===== config.mk =====
export PLATFORM = sky130hd
export DESIGN_NAME = ecmp_path_select_top
export DESIGN_NICKNAME = d
export VERILOG_FILES = /design/src/rtl/core/ecmp_pkg.sv /design/src/rtl/core/ecmp_div.sv /design/src/rtl/core/ecmp_path_select_top.sv
export SDC_FILE = /design/constraint.sdc
export NUM_CORES = 1
export LEC_CHECK = 0
export BUFFER_PORTS_ARGS = -buffer_cell sky130_fd_sc_hd__buf_4
export CAP_MARGIN = 30
export CORE_UTILIZATION = 51
export CTS_CLUSTER_DIAMETER = 40
export DETAILED_ROUTE_END_ITERATION = 16
export MAX_ROUTING_LAYER = met4
export PLACE_DENSITY = 0.78
export SYNTH_ARGS = -nofsm -noshare
export SYNTH_HDL_FRONTEND = slang
export SYNTH_HIERARCHICAL = 1
export SYNTH_SLANG_ARGS = --single-unit
export TNS_END_PERCENT = 100

===== constraint.sdc =====
create_clock -name i_clk -period 16.3 [get_ports i_clk]
set_input_delay 4.89 -clock i_clk [delete_from_list [all_inputs] [get_ports i_clk]]
set_output_delay 4.89 -clock i_clk [all_outputs]
set_load 0.02 [all_outputs]

===== src/rtl/core/ecmp_pkg.sv =====
// Shared constants and types for the equal-cost path selector.
`default_nettype none

package ecmp_pkg;

    localparam int unsigned DIV_W         = 32;
    localparam int unsigned MAX_PATHS_DEF = 65535;
    localparam int unsigned KEY_W         = 32;
    localparam int unsigned COUNT_W       = 16;
    localparam int unsigned INDEX_W       = 16;

    localparam logic [31:0] LCG_MUL     = 32'd1103515245;
    localparam logic [31:0] LCG_ADD     = 32'd12345;
    localparam logic [31:0] WEIGHT_MASK = 32'h7FFF_FFFF;
    localparam logic [31:0] HASH_SPACE  = 32'hFFFF_FFFF;

    typedef enum logic [1:0] {
        SEL_OFF    = 2'd0,
        SEL_THRESH = 2'd1,
        SEL_HRW    = 2'd2,
        SEL_MOD    = 2'd3
    } t_sel_mode;

endpackage

`default_nettype wire


===== src/rtl/core/ecmp_div.sv =====
// Restoring radix-2 divider that produces one quotient bit per cycle.
`default_nettype none

module ecmp_div #(
    parameter int unsigned W = 32
) (
    input  wire logic         i_clk,
    input  wire logic         i_rst_n,
    input  wire logic         i_start,
    input  wire logic [W-1:0] i_dividend,
    input  wire logic [W-1:0] i_divisor,
    output logic              o_done,
    output logic [W-1:0]      o_quotient,
    output logic [W-1:0]      o_remainder
);

    localparam int unsigned CNT_W = (W > 1) ? $clog2(W) : 1;

    logic             r_busy;
    logic             r_done;
    logic [CNT_W-1:0] r_cnt;
    logic [W-1:0]     r_quo;
    logic [W-1:0]     r_rem;
    logic [W-1:0]     r_dvs;

    logic [W:0]       rem_sh;
    logic [W:0]       diff;
    logic             fits;

    always_comb begin
        rem_sh = {r_rem, r_quo[W-1]};
        diff   = rem_sh - {1'b0, r_dvs};
        fits   = ~diff[W];
    end

    always_ff @(posedge i_clk) begin
        if (!i_rst_n) begin
            r_busy <= 1'b0;
            r_done <= 1'b0;
            r_cnt  <= '0;
        end else begin
            r_done <= 1'b0;
            if (i_start) begin
                r_busy <= 1'b1;
                r_cnt  <= CNT_W'(W - 1);
                r_quo  <= i_dividend;
                r_rem  <= '0;
                r_dvs  <= i_divisor;
            end else if (r_busy) begin
                // The partial remainder stays below the divisor whenever the divisor is nonzero.
                r_rem <= fits ? diff[W-1:0] : rem_sh[W-1:0];
                r_quo <= {r_quo[W-2:0], fits};
                if (r_cnt == '0) begin
                    r_busy <= 1'b0;
                    r_done <= 1'b1;
                end else begin
                    r_cnt <= r_cnt - 1'b1;
                end
            end
        end
    end

    assign o_done      = r_done;
    assign o_quotient  = r_quo;
    assign o_remainder = r_rem;

endmodule

`default_nettype wire


===== src/rtl/core/ecmp_path_select_top.sv =====
// An accepted word goes straight to the result when disabled or with a zero path count;
// modulo-n runs one division, hash threshold runs two divisions, and highest random
// weight scores the paths with one shared LCG multiplier, one path per cycle. One word is
// in work at a time; with the output free the next word is taken in the same cycle as the
// result appears. Reset (synchronous, active low) empties the block and sets the mode to
// highest random weight.
`default_nettype none

module ecmp_path_select_top #(
    parameter int unsigned MAX_PATHS = ecmp_pkg::MAX_PATHS_DEF
) (
    input  wire logic        i_clk,
    input  wire logic        i_rst_n,
    input  wire logic        i_cfg_wr_en,
    input  wire logic [1:0]  i_cfg_wr_data,  // select_mode
    input  wire logic        s_axis_tvalid,
    output logic             s_axis_tready,
    input  wire logic [47:0] s_axis_tdata,   // [31:0] flow_hash, [47:32] path_count
    output logic             m_axis_tvalid,
    input  wire logic        m_axis_tready,
    output logic [15:0]      m_axis_tdata    // [15:0] path_index
);

    import ecmp_pkg::*;

    localparam int unsigned IDX_W = (MAX_PATHS > 1) ? $clog2(MAX_PATHS + 1) : 1;

    typedef enum logic [2:0] {
        S_IDLE,
        S_DIV1,
        S_DIV2,
        S_HRW_INIT,
        S_HRW,
        S_DONE
    } t_state;

    t_state               r_state;
    t_sel_mode            r_mode;
    logic [KEY_W-1:0]     r_key;
    logic [IDX_W-1:0]     r_cnt;
    logic [IDX_W-1:0]     r_i;
    logic [31:0]          r_t0;
    logic [31:0]          r_w;
    logic [IDX_W-1:0]     r_w_idx;
    logic                 r_w_vld;
    logic [31:0]          r_best_w;
    logic [IDX_W-1:0]     r_best;
    logic [INDEX_W-1:0]   r_res;
    logic                 r_div_go;
    logic [DIV_W-1:0]     r_dvd;
    logic [DIV_W-1:0]     r_dvs;
    logic                 r_out_valid;
    logic [INDEX_W-1:0]   r_out_data;

    logic [KEY_W-1:0]     in_key;
    logic [COUNT_W-1:0]   in_cnt;
    logic [COUNT_W-1:0]   sat_cnt;
    logic                 accept;
    logic [31:0]          mul_a;
    logic [31:0]          mul_y;
    logic                 div_done;
    logic [DIV_W-1:0]     div_quo;
    logic [DIV_W-1:0]     div_rem;
    logic                 out_free;

    assign in_key   = s_axis_tdata[31:0];
    assign in_cnt   = s_axis_tdata[47:32];
    assign sat_cnt  = (in_cnt > COUNT_W'(MAX_PATHS)) ? COUNT_W'(MAX_PATHS) : in_cnt;
    assign accept   = s_axis_tvalid && s_axis_tready;
    assign out_free = !r_out_valid || m_axis_tready;

    // Shared LCG step: seeds the weight chain once, then scores each path index.
    always_comb begin
        mul_a = (r_state == S_HRW_INIT) ? (r_key & WEIGHT_MASK) : (r_t0 ^ 32'(r_i));
        mul_y = (LCG_MUL * mul_a) + LCG_ADD;
    end

    ecmp_div #(
        .W (DIV_W)
    ) u_div (
        .i_clk       (i_clk),
        .i_rst_n     (i_rst_n),
        .i_start     (r_div_go),
        .i_dividend  (r_dvd),
        .i_divisor   (r_dvs),
        .o_done      (div_done),
        .o_quotient  (div_quo),
        .o_remainder (div_rem)
    );

    always_ff @(posedge i_clk) begin
        if (!i_rst_n) begin
            r_state     <= S_IDLE;
            r_mode      <= SEL_HRW;
            r_div_go    <= 1'b0;
            r_w_vld     <= 1'b0;
            r_out_valid <= 1'b0;
        end else begin
            r_div_go <= 1'b0;

            if (i_cfg_wr_en) begin
                r_mode <= t_sel_mode'(i_cfg_wr_data);
            end

            // The best weight tracker works on the registered weight, in the cycle after the multiplier scored it.
            if (r_w_vld && ((r_w_idx == '0) || (r_w > r_best_w))) begin
                r_best_w <= r_w;
                r_best   <= r_w_idx;
            end

            if (r_state == S_DONE && out_free) begin
                r_out_valid <= 1'b1;
                r_out_data  <= (r_mode == SEL_HRW && r_cnt != '0) ? INDEX_W'(r_best) : r_res;
            end else if (m_axis_tready) begin
                r_out_valid <= 1'b0;
            end

            unique case (r_state)
                S_IDLE: begin
                    if (accept) begin
                        r_key <= in_key;
                        r_cnt <= IDX_W'(sat_cnt);
                        r_res <= '0;
                        if (sat_cnt == '0) begin
                            r_state <= S_DONE;
                        end else begin
                            unique case (r_mode)
                                SEL_OFF: begin
                                    r_state <= S_DONE;
                                end
                                SEL_THRESH: begin
                                    r_dvd    <= HASH_SPACE;
                                    r_dvs    <= DIV_W'(sat_cnt);
                                    r_div_go <= 1'b1;
                                    r_state  <= S_DIV1;
                                end
                                SEL_HRW: begin
                                    r_state <= S_HRW_INIT;
                                end
                                SEL_MOD: begin
                                    r_dvd    <= in_key;
                                    r_dvs    <= DIV_W'(sat_cnt);
                                    r_div_go <= 1'b1;
                                    r_state  <= S_DIV1;
                                end
                                default: begin
                                    r_state <= S_DONE;
                                end
                            endcase
                        end
                    end
                end
                S_DIV1: begin
                    if (div_done) begin
                        if (r_mode == SEL_MOD) begin
                            r_res   <= INDEX_W'(div_rem);
                            r_state <= S_DONE;
                        end else begin
                            // The region width is never zero for a count below 2^16.
                            r_dvd    <= r_key;
                            r_dvs    <= div_quo;
                            r_div_go <= 1'b1;
                            r_state  <= S_DIV2;
                        end
                    end
                end
                S_DIV2: begin
                    if (div_done) begin
                        if (div_quo >= DIV_W'(r_cnt)) begin
                            r_res <= INDEX_W'(r_cnt - 1'b1);
                        end else begin
                            r_res <= INDEX_W'(div_quo);
                        end
                        r_state <= S_DONE;
                    end
                end
                S_HRW_INIT: begin
                    r_t0    <= mul_y;
                    r_i     <= '0;
                    r_state <= S_HRW;
                end
                S_HRW: begin
                    if (r_i != r_cnt) begin
                        r_w     <= mul_y & WEIGHT_MASK;
                        r_w_idx <= r_i;
                        r_w_vld <= 1'b1;
                        r_i     <= r_i + 1'b1;
                    end else begin
                        // The last weight is compared at this edge.
                        r_w_vld <= 1'b0;
                        r_state <= S_DONE;
                    end
                end
                S_DONE: begin
                    if (out_free) begin
                        r_state <= S_IDLE;
                    end
                end
                default: begin
                    r_state <= S_IDLE;
                end
            endcase
        end
    end

    assign s_axis_tready = (r_state == S_IDLE);
    assign m_axis_tvalid = r_out_valid;
    assign m_axis_tdata  = r_out_data;

endmodule

`default_nettype wire


; Word-level counts from Yosys, hierarchy flattened
; Index checks and enable logic that the tools add are counted.
[totals]
inputBits = 55
mem_bits_rw = 0
n_memories = 0
latchBits = 0
word_cells = 142
reg_bits = 397
out_inout_bits = 18
rom_bits = 0
[op_classes]
n_mux = 52
n_eq_ne = 21
add_sub_neg = 5
div = 0
multipliers = 1
reduce_logical = 33
order_cmp = 3
shift = 0
bitwise = 4
[op_table]
columns = cell, count
row1 = 32-bit two-way mux, 14
row2 = 32-bit one-hot mux with 2 select lines, 3
row3 = 16-bit two-way mux, 8
row4 = 16-bit one-hot mux with 3 select lines, 1
row5 = 33-bit by 32-bit subtractor with 33-bit output, 1
row6 = 32-bit by 14-bit adder with 32-bit output (second input constant), 1
row7 = 32-bit by 16-bit greater-or-equal comparator with 1-bit output, 1
row8 = 16-bit logical NOT, 2
row9 = 31-bit by 32-bit multiplier with 32-bit output (first input constant), 1
row10 = 16-bit one-hot mux with 2 select lines, 1
row11 = 32-bit by 16-bit bitwise XOR with 32-bit output, 1
row12 = 31-bit greater-than comparator, 1
row13 = 3-bit two-way mux, 7
row14 = 3-bit one-hot mux with 6 select lines, 1
row15 = 16-bit by 1-bit adder with 16-bit output (second input constant), 1
row16 = 16-bit greater-than comparator (second input constant), 1
row17 = 16-bit != test, 1
row18 = 2-bit != test (second input constant), 8
row19 = 16-bit nonzero test, 1
row20 = 16-bit by 1-bit subtractor with 16-bit output (second input constant), 1
row21 = 5-bit two-way mux, 3
row22 = 7-bit AND reduction, 2
row23 = 1-bit two-way mux, 12
row24 = 2-bit AND reduction, 6
row25 = other kinds (24), 40

; Depth between registers and ports, before layout
; Gate-level depths: netlist of run 1.
[logic_depth]
ltp_word = 6
mapped_depth = 31

; Modules after synthesis
; The synthesis of run 1 kept the hierarchy.
[by_module_without_submodules]
columns = module, area_per_inst_um2, instances, cells_per_inst, seq_area_each_um2
row1 = ecmp_path_select_top, 21458.1, 1, 1896, 8718.4
row2 = ecmp_div, 5805.6, 1, 496, 3022.9

; Worst setup path before layout of run 1
; OpenSTA, ideal clock, no wires.
[synth_path]
kind = input -> register
from = in i_rst_n
to = reg r_i[0] (enable)
t_required_ns = 15.962
stages = 3
setup_slack_ns = 7.010
t_arrival_ns = 8.952
n_path_buf = 0
path_cell_list = inv_1 nor3_1 or2_2
[synth_between]
elab_chain_len = 1
[synth_lines]
columns = element, line
row1 = start: declaration, ecmp_path_select_top.sv:13  ; input wire logic i_rst_n,
row2 = 3-bit AND reduction (no line), n/a
row3 = end signal: assignment, ecmp_path_select_top.sv:187  ; r_i <= r_i + 1'b1;
row4 = end: declaration, ecmp_path_select_top.sv:41  ; logic [IDX_W-1:0] r_i;
; No other way between the ends.
; A chain may end at the register's enable or synchronous reset.

; Worst setup path after layout of run 1
[layout_path]
from = reg r_state[0]
to = reg r_t0[30] (data pin)
[layout_between]
elab_chain_len = 4
[layout_lines]
columns = element, line
row1 = start: declaration, ecmp_path_select_top.sv:37  ; t_state r_state;
row2 = start signal: assignment, ecmp_path_select_top.sv:93  ; r_state <= S_IDLE;
row3 = start signal: assignment, ecmp_path_select_top.sv:125  ; r_state <= S_DONE;
row4 = start signal: assignment, ecmp_path_select_top.sv:129  ; r_state <= S_DONE;
row5 = 3-bit by 2-bit == test with 1-bit output, ecmp_path_select_top.sv:74  ; mul_a = (r_state == S_HRW_INIT) ? (r_key & WEIGHT_MASK) : (r_t0 ^ 32'(r_i));
row6 = 32-bit two-way mux, ecmp_path_select_top.sv:74
row7 = 31-bit by 32-bit multiplier with 32-bit output, ecmp_path_select_top.sv:75  ; mul_y = (LCG_MUL * mul_a) + LCG_ADD;
row8 = 32-bit by 14-bit adder with 32-bit output, ecmp_path_select_top.sv:75
row9 = via mul_y[30], ecmp_path_select_top.sv:60  ; logic [31:0] mul_y;
row10 = end signal: assignment, ecmp_path_select_top.sv:178  ; r_t0 <= mul_y;
row11 = end: declaration, ecmp_path_select_top.sv:42  ; logic [31:0] r_t0;
; The timed path passes the listed nets, and every way through them passes these cells.

==> results of run 1 <==
==> final timing paths <==
path / end / depth (start not counted)
max: r_t0[30] / 25
min: u_div/r_dvs[31] / 0
max reg2reg: r_t0[30] / 25
min reg2reg: u_div/r_dvs[31] / 0
==> logic make-up after synthesis <==
kind of cell               count (synthesis)
and+or+nand+nor                          520
buffers and inverters                    502
adders and majority gates                448
DFF                                      396
AOI/OAI and AO/OA                        278
xor gates and xnor gates                 157
muxes                                     91
==> metal layers <==
| metal | global-route usage | up-vias |
|---|---|---|
| met4 | 0.108 | 0 |
| met1 | 0.327 | 8579 |
| met2 | 0.427 | 578 |
| met3 | 0.0300 | 142 |
| li1 | - | 8231 |
| met5 | - | - |
==> critical path, stage by stage (launching register included) <==
cell	delay, ns
dfxtp_1	0.71
nand3b_4	0.65
a21oi_1	0.94
ha_1	0.41
xor2_1	0.21
ha_1	0.23
or2_2	0.31
fa_1	0.53
inv_1	0.06
fa_1	0.57
fa_1	0.45
fa_1	0.49
inv_1	0.05
fa_1	0.52
inv_1	0.05
fa_1	0.53
inv_1	0.04
ha_1	0.35
inv_1	0.07
nor2_1	0.05
a22o_1	0.19
a31o_2	0.24
a41o_1	0.30
o31ai_2	0.31
o21ai_1	0.12
xnor2_1	0.15
==> layout make-up <==
cell class | count | share of cell area
multi-input cells | 1494 | 0.453
inverters | 448 | 0.0559
repair buffers | 92 | 0.0235
clock buffers | 54 | 0.0388
diodes | 1 | 0.0000832
well taps | 688 | 0.0286
flip-flops and latches | 396 | 0.390
clock inverters | 25 | 0.00944
==> metrics by stage <==
step	cell area, sq um	utilization	worst slack [ns]	std cells
final	30100	0.571	7.47	3198
after global routing	30100	0.571	6.85	3198
after CTS	30100	0.571	7.44	3197
after detailed placement	28600	0.544	7.49	3118
after global placement	28600	0.543	7.69	3115
after floorplan	27300	-	7.01	2392
==> synth_stat cells (7+ instances only) <==
| master | count | share of area |
|---|---|---|
| inv_1 | 448 | 0.062 |
| edfxtp_1 | 381 | 0.42 |
| ha_1 | 274 | 0.13 |
| nor2_1 | 198 | 0.027 |
| fa_1 | 174 | 0.13 |
| xnor2_1 | 124 | 0.040 |
| nand2_1 | 123 | 0.017 |
| a21oi_1 | 76 | 0.014 |
| o21ai_0 | 66 | 0.012 |
| nor3_1 | 51 | 0.0094 |
| a21o_1 | 45 | 0.012 |
| mux2_2 | 42 | 0.017 |
| mux2i_1 | 38 | 0.014 |
| clkbuf_1 | 36 | 0.0050 |
| xor2_1 | 32 | 0.010 |
| nand3_1 | 23 | 0.0042 |
| nand4_1 | 21 | 0.0048 |
| and2_1 | 19 | 0.0044 |
| nor4_1 | 18 | 0.0041 |
| o21a_1 | 18 | 0.0050 |
| nand2b_1 | 16 | 0.0037 |
| dfxtp_1 | 15 | 0.011 |
| mux2_4 | 10 | 0.0055 |
| a211oi_1 | 9 | 0.0025 |
| and3_1 | 9 | 0.0021 |
| nor2b_1 | 9 | 0.0021 |
| buf_1 | 8 | 0.0011 |
| a31oi_1 | 7 | 0.0016 |
| or2_2 | 7 | 0.0016 |
==> sequential cells by signal (all words and copies together), names as in the netlist, 2 cells and up <==
signal / count
m_axis_tdata: 16
r_best: 16
r_best_w: 31
r_cnt: 16
r_dvd: 32
r_dvs: 32
r_i: 16
r_key: 32
r_mode: 2
r_res: 16
r_state: 3
r_t0: 31
r_w: 31
r_w_idx: 16
u_div/o_quotient: 32
u_div/o_remainder: 32
u_div/r_cnt: 5
u_div/r_dvs: 32
==> metrics.txt, run 1 <==
status=completed; Setup Buffers After CTS=0; Filler Cell Count=4243; RSZ-0062 raised after global routing=false; hold crit path type=reg -> reg; xor-xnor portion of the synthesized cell area=0.0507; Post-Synth Adder-Cell Area=0.254; Max H-tree Level=2; area occupied by multi-input gates=~14000 sq um; CTS hold repair buffers=0; most frequent cells in the layout=448 x inv_1, 381 x edfxtp_1, 274 x ha_1; Critical Path End Type=flip-flop; global-route wire length before repair=between 100 and 150 mm; # IOs=73; gr ovfl total=0; most common cell after layout, fill and taps aside=inv_1; CP Launch Point=r_state[0]; Arrival @ worst endpoint=~9.1 ns; root buf cell=clkbuf_16; WL per Instance=around 21 microns; Core Area=52700 sq um; Critical Path RT=16.60 ns; TritonCTS clock tree=yes; Slew headroom=0.355; Starting Density=0.518; gr usage total=0.260; num rows=84; register bit total from synthesis=about 400; WL final=between 60 and 70 mm; WS Path Type=reg -> reg; count of cell types in the netlist=around 80; DR pass1 iterations=6; Mapped Area=27300 sq um; antenna violations before repair=3; Worst-Margin Slew=roughly 0.96 ns; layout cells sized above 1=0.102; Vias=between 15000 and 20000; Max FO, Critical Path=between 40 and 50; Die W=between 200 and 250 microns; met1 WL=between 20 and 30 mm; Tcrit/Tclk final=0.542; routability cong.=between 0.9 and 1; clk sinks=between 300 and 400; ys flop type=edfxtp_1; largest net degree at the start of global routing=80; combinational family with the most area after synthesis=adder cells; Setup Total Neg Slack=0 ns; internal reg-to-reg setup slack=7.47 ns; synthesized net count=a little under 3000; Register Area=around 12000 sq um; DR WL met3=3.71 mm; post-synthesis compound-gate area fraction=0.0670; Setup Viol. Count Final=0; Residual DRC=0; number of max-cap violations=0; die area=~54000 sq um; sequential-to-total area share from yosys stat=0.431; vias in the first global route=around 18000; CTS Buf Count=43; post-DP HPWL=around 53 mm; syn_area_per_cell=between 10 and 15 sq um; metal2 WL=32.3 mm; number of nets in the layout=just under 3000; Worst-path clk slew=~0.060 ns; fmax=roughly 110 MHz; WHS=between 0.4 and 0.5 ns; antenna-violating nets left=0; Resized Gates After CTS=0; RR Startpoint=r_state[0]; asr flop ratio synth=0; die height=approximately 230 microns; DRT iter0 DRCs=1343; Final Hold Viols=0; post-layout min period=approximately 8.8 ns; Layout area overhead=10.4%; Min-Delay Startpoint=r_dvs[31]; clk_lat worst skew=between 0.5 and 0.6 ns; Vias/cell=between 5 and 6; CP startpoint kind=flip-flop; Synth Area in Simple Gates=0.0897; number of flops mapped to enable cells by yosys=between 300 and 400; clk_skew=about 0.018 ns; mux cell area share after synthesis=0.0376; Ys Warns=6; Slew Limit Fails=0; max layer used=met4; CTS max path bufs=3; Post-Syn Instances=~2400; Port Buffer Count=between 70 and 80
Power of run 1 is left out: the tool's default activity adds up to more than one toggle a clock period on the data nets, which glitch-free logic cannot reach.
==> run 2, diff against run 1 <==
--- a/config.mk
+++ b/config.mk
@@ -5,6 +5,7 @@
 export SDC_FILE = /design/constraint.sdc
 export NUM_CORES = 1
 export LEC_CHECK = 0
+export ABC_AREA = 1
 export BUFFER_PORTS_ARGS = -buffer_cell sky130_fd_sc_hd__buf_4
 export CAP_MARGIN = 30
 export CORE_UTILIZATION = 51
==> constraint.sdc (replaced) <==
create_clock -name i_clk -period 9.1 [get_ports i_clk]
set_input_delay 2.73 -clock i_clk [delete_from_list [all_inputs] [get_ports i_clk]]
set_output_delay 2.73 -clock i_clk [all_outputs]
set_load 0.02 [all_outputs]
==> metrics.txt, run 2 <==
synth cell count leaders=752 x nand2_1, 742 x inv_1, 381 x edfxtp_1; clk sinks=roughly 400; Critical Path End Type=flip-flop; Die W=about 240 microns; DP Area=30600 sq um; DR pass1 iterations=8; clk_lat worst skew=~0.61 ns; most common cell after layout, fill and taps aside=nand2_1; root buf cell=clkbuf_16; die height=between 200 and 250 microns; number of nets in the layout=3819; Slew headroom=0.260; fmax=about 120 MHz; DRT iter0 DRCs=around 1900; count of cell types in the netlist=57; Tcrit/Tclk final=0.914; worst setup margin=between 0.7 and 0.8 ns; Port Buffer Count=between 70 and 80; gr ovfl total=0; routability cong.=around 1; Worst-path clk slew=roughly 0.06 ns; Critical Path RT=about 9.5 ns; antenna-violating nets left=0; metal2 WL=37.4 mm; layout cells sized above 1=0.0801; die area=just under 60000 sq um; DP Worst Slack=~0.81 ns; Layout area overhead=10.8%; Core Area=56500 sq um; most frequent cells in the layout=752 x nand2_1, 740 x inv_1, 381 x edfxtp_1; number of flops mapped to enable cells by yosys=~380; syn_area_per_cell=approximately 9 sq um; Worst-Margin Slew=1.10 ns; Post-Syn Instances=3221; register bit total from synthesis=~400; synthesized net count=between 3000 and 4000; largest net degree at the start of global routing=91; CTS max path bufs=3; Setup Viol. Count Final=0; most numerous cell in the Yosys netlist=nand2_1; post-DP HPWL=roughly 61 mm; hold crit path type=reg -> reg; # IOs=between 70 and 80; top cells by area, synth=edfxtp_1 39%, fa_1 12%, ha_1 12%, nand2_1 9.7%, inv_1 9.5%; Starting Density=0.516; Setup Total Neg Slack=0 ns; sequential-to-total area share from yosys stat=0.402; WS Path Type=reg -> reg; WL per Instance=18.5 microns; DR WL met3=4.55 mm; Max H-tree Level=2; RSZ-0062 raised after global routing=false; clk_skew=about 0.036 ns; vias in the first global route=21500; Filler Cell Count=slightly below 5000; Arrival @ worst endpoint=roughly 8.8 ns; Resized Gates After CTS=0; status=completed; gr usage total=0.277; global-route wire length before repair=between 100 and 150 mm; ys flop type=edfxtp_1; asr flop ratio synth=0; Setup Buffers After CTS=0; final instance area=32300 sq um; CTS hold repair buffers=0; met1 WL=31.9 mm; max layer used=met4; number of max-cap violations=0; Max FO, Critical Path=28; post-synth top area cell=edfxtp_1; Vias/cell=5.21; CTS Buf Count=51; Mapped Area=a little under 30000 sq um; WL final=approximately 76 mm; CP startpoint kind=flip-flop; Slew Limit Fails=0; Final Hold Viols=0; post-layout min period=slightly above 8 ns; Residual DRC=0; post-synth top area share=0.392; num rows=87; Ys Warns=6; Vias=about 21000; antenna violations before repair=2; TritonCTS clock tree=yes
-- run 2: area by class of cell --
| class | instances | area (sq um) | share of cell area |
|---|---|---|---|
| tap | 756 | 946 | 0.0292 |
| timing repair buffer | 97 | 758 | 0.0234 |
| inverter | 752 | 2830 | 0.0873 |
| clock inverter | 37 | 398 | 0.0123 |
| multi-input combinational | 2018 | 14400 | 0.444 |
| antenna | 2 | 5.00 | 0.000155 |
| clock buffer | 58 | 1300 | 0.0403 |
| sequential | 396 | 11700 | 0.363 |
-- run 2: critical path, cell delays in order (launching register included) --
cell	delay (ns)
dfxtp_1	0.58
nand3_4	0.41
buf_4	0.36
o21ai_0	0.74
inv_1	0.16
ha_1	0.39
inv_1	0.08
fa_1	0.49
fa_1	0.49
inv_1	0.05
fa_1	0.46
fa_1	0.48
inv_1	0.05
fa_1	0.52
inv_1	0.05
fa_1	0.53
inv_1	0.06
fa_1	0.53
inv_1	0.05
ha_1	0.38
nand2_1	0.14
nor4_1	0.51
nand3_1	0.23
nand3_1	0.18
xor2_1	0.19
-- run 2: worst paths after layout --
path	from	to	slack [ns]	cells past startpoint
min reg2reg	r_dvs[29]	u_div/r_dvs[29]	0.41	0
min	r_dvs[29]	u_div/r_dvs[29]	0.41	0
max reg2reg	r_state[1]	r_t0[28]	0.78	24
max	r_state[1]	r_t0[28]	0.78	24
-- run 2: kinds of logic (layout without fill, tap and decap cells) --
logic type               count (synthesis)  count (layout)  share of synthesized area
adder cells (fa/ha/maj)                448             448                      0.237
AO/OA/AOI/OAI                          298             298                     0.0557
AND/OR/NAND/NOR                       1194            1194                      0.174
other                                    0               2                          0
buffers and inverters                  807             944                      0.107
XOR/XNOR                                78              78                     0.0237
flip-flops                             396             396                      0.402
-- run 2: metrics by stage --
step	util	hold slack (ns)	instances
global placement	0.541	0.400	4016
floorplan	-	0.400	3221
global route	0.573	0.426	4116
detailed placement	0.542	0.405	4018
finish	0.573	0.412	4116
CTS	0.572	0.418	4113
-- run 2: metal layers --
layer  GRT usage  vias up
met5           -        -
met2       0.467      705
met1       0.347    10300
met4      0.0894        0
met3      0.0349      131
li1            -    10300
Power of run 2 is left out for the same reason.
==> run 3, diff against run 2 <==
--- a/config.mk
+++ b/config.mk
@@ -5,7 +5,6 @@
 export SDC_FILE = /design/constraint.sdc
 export NUM_CORES = 1
 export LEC_CHECK = 0
-export ABC_AREA = 1
 export BUFFER_PORTS_ARGS = -buffer_cell sky130_fd_sc_hd__buf_4
 export CAP_MARGIN = 30
 export CORE_UTILIZATION = 51
==> metrics.txt, run 3 (synthesized netlist as in run 1, its figures left out) <==
most common cell after layout, fill and taps aside=inv_1; vias in the first global route=18200; worst hold stages=0; WL per Instance=20.8 microns; hold crit path type=reg -> reg; Layout area overhead=9.99%; Min-Delay Startpoint=r_dvs[28]; Core Area=roughly 53000 sq um; global-route wire length before repair=103 mm; Tcrit/Tclk final=0.930; # IOs=73; CP max stage cell=dfxtp_1; die height=approximately 230 microns; root buf cell=clkbuf_16; Starting Density=0.518; WS Path Type=reg -> reg; gr usage total=0.258; largest net degree at the start of global routing=80; Die W=about 230 microns; RR Startpoint=r_state[0]; R2R Path End=r_w[27]; most frequent cells in the layout=448 x inv_1, 381 x edfxtp_1, 274 x ha_1; Arrival @ worst endpoint=8.83 ns; CTS Buf Count=40; die area=54400 sq um; WL final=between 60 and 70 mm; gr ovfl total=0; n_diodes=0; Hold Path Sink=u_div/r_dvs[28]; Worst-Margin Slew=0.898 ns; routability cong.=~1.0; CTS hold repair buffers=0; number of nets in the layout=2979; post-DP HPWL=about 53 mm; Slew Limit Fails=0; post-layout min period=approximately 8.5 ns; DR pass1 iterations=5; Max FO, Critical Path=33; Slew headroom=0.401; Setup Viol. Count Final=0; CP startpoint kind=flip-flop; Worst-path clk slew=about 0.070 ns; Vias=17500; Setup Total Neg Slack=0 ns; clk_skew=0.0195 ns; RSZ-0062 raised after global routing=false; Port Buffer Count=72; Filler Cell Count=~4300; Max H-tree Level=2; antenna violations before repair=0; Setup Buffers After CTS=0; max incr delay on CP=0.71 ns; Final Hold Viols=0; area occupied by multi-input gates=approximately 14000 sq um; clk_lat worst skew=between 0.5 and 0.6 ns; Critical Path RT=roughly 9.5 ns; fmax=between 100 and 150 MHz; Critical Path End Type=flip-flop; antenna-violating nets left=0; number of max-cap violations=0; status=completed; layout cells sized above 1=0.101; Residual DRC=0; internal reg-to-reg setup slack=approximately 0.64 ns; most frequent CP cell=inv_1; clk sinks=~400; Register Area=~12000 sq um; Resized Gates After CTS=0; CTS max path bufs=3; TritonCTS clock tree=yes; DRT iter0 DRCs=around 1200; worst-case reg-to-reg path depth=27; num rows=between 80 and 90; Vias/cell=5.47
## run 3: cell count changes in the layout (fill, tap and decap cells not counted), moves of 42 or more
cell     delta
mux2_2     +42
xnor2_1    +99
nand3_1    -57
nand2_1   -629
o21ai_0    -66
inv_1     -292
## run 3: how the worst max path moves through the flow
stage | from | endpoint
global placement | r_state[0] | r_t0[27]
detailed placement | r_state[0] | r_w[27]
finish | r_state[0] | r_w[27]
global route | r_state[0] | r_t0[27]
floorplan | r_state[2] | r_t0[30]
CTS | r_state[0] | r_t0[27]
## run 3: stage by stage
step,std cells,util,setup slack (ns),hold slack (ns),instance area (sq um)
after floorplan,2392,-,1.22,0.400,27300
after detailed placement,3122,0.544,0.740,0.405,28700
after CTS,3195,0.570,0.698,0.418,30000
after global routing,3195,0.570,0.117,0.426,30000
final,3195,0.570,0.640,0.418,30000
after global placement,3119,0.544,0.923,0.401,28600
## run 3: layer usage
| layer | vias to the layer above | GRT usage | routed length [microns] |
|---|---|---|---|
| li1 | 8213 | - | - |
| met5 | - | - | 0 |
| met2 | 565 | 0.448 | 33300 |
| met3 | 107 | 0.0239 | 3330 |
| met1 | 8601 | 0.323 | 27900 |
| met4 | 0 | 0.0690 | 1730 |
## run 3: worst max-delay path, delay by kind of cell, from the launching register on
family | cells | cell delay (ns)
AOI/OAI and AO/OA | 6 | 1.26
and+or+nand+nor | 5 | 1.81
adders and majority gates | 9 | 3.67
buffers and inverters | 6 | 0.50
DFF | 1 | 0.71
xor gates and xnor gates | 1 | 0.32
## run 3: cell type report
class                      count  area share
inverter                     448      0.0561
clock inverter                24     0.00885
timing repair buffer          96      0.0246
multi-input combinational   1494       0.455
sequential                   396       0.392
clock buffer                  49      0.0352
tap                          688      0.0287
Power of run 3 is left out for the same reason.
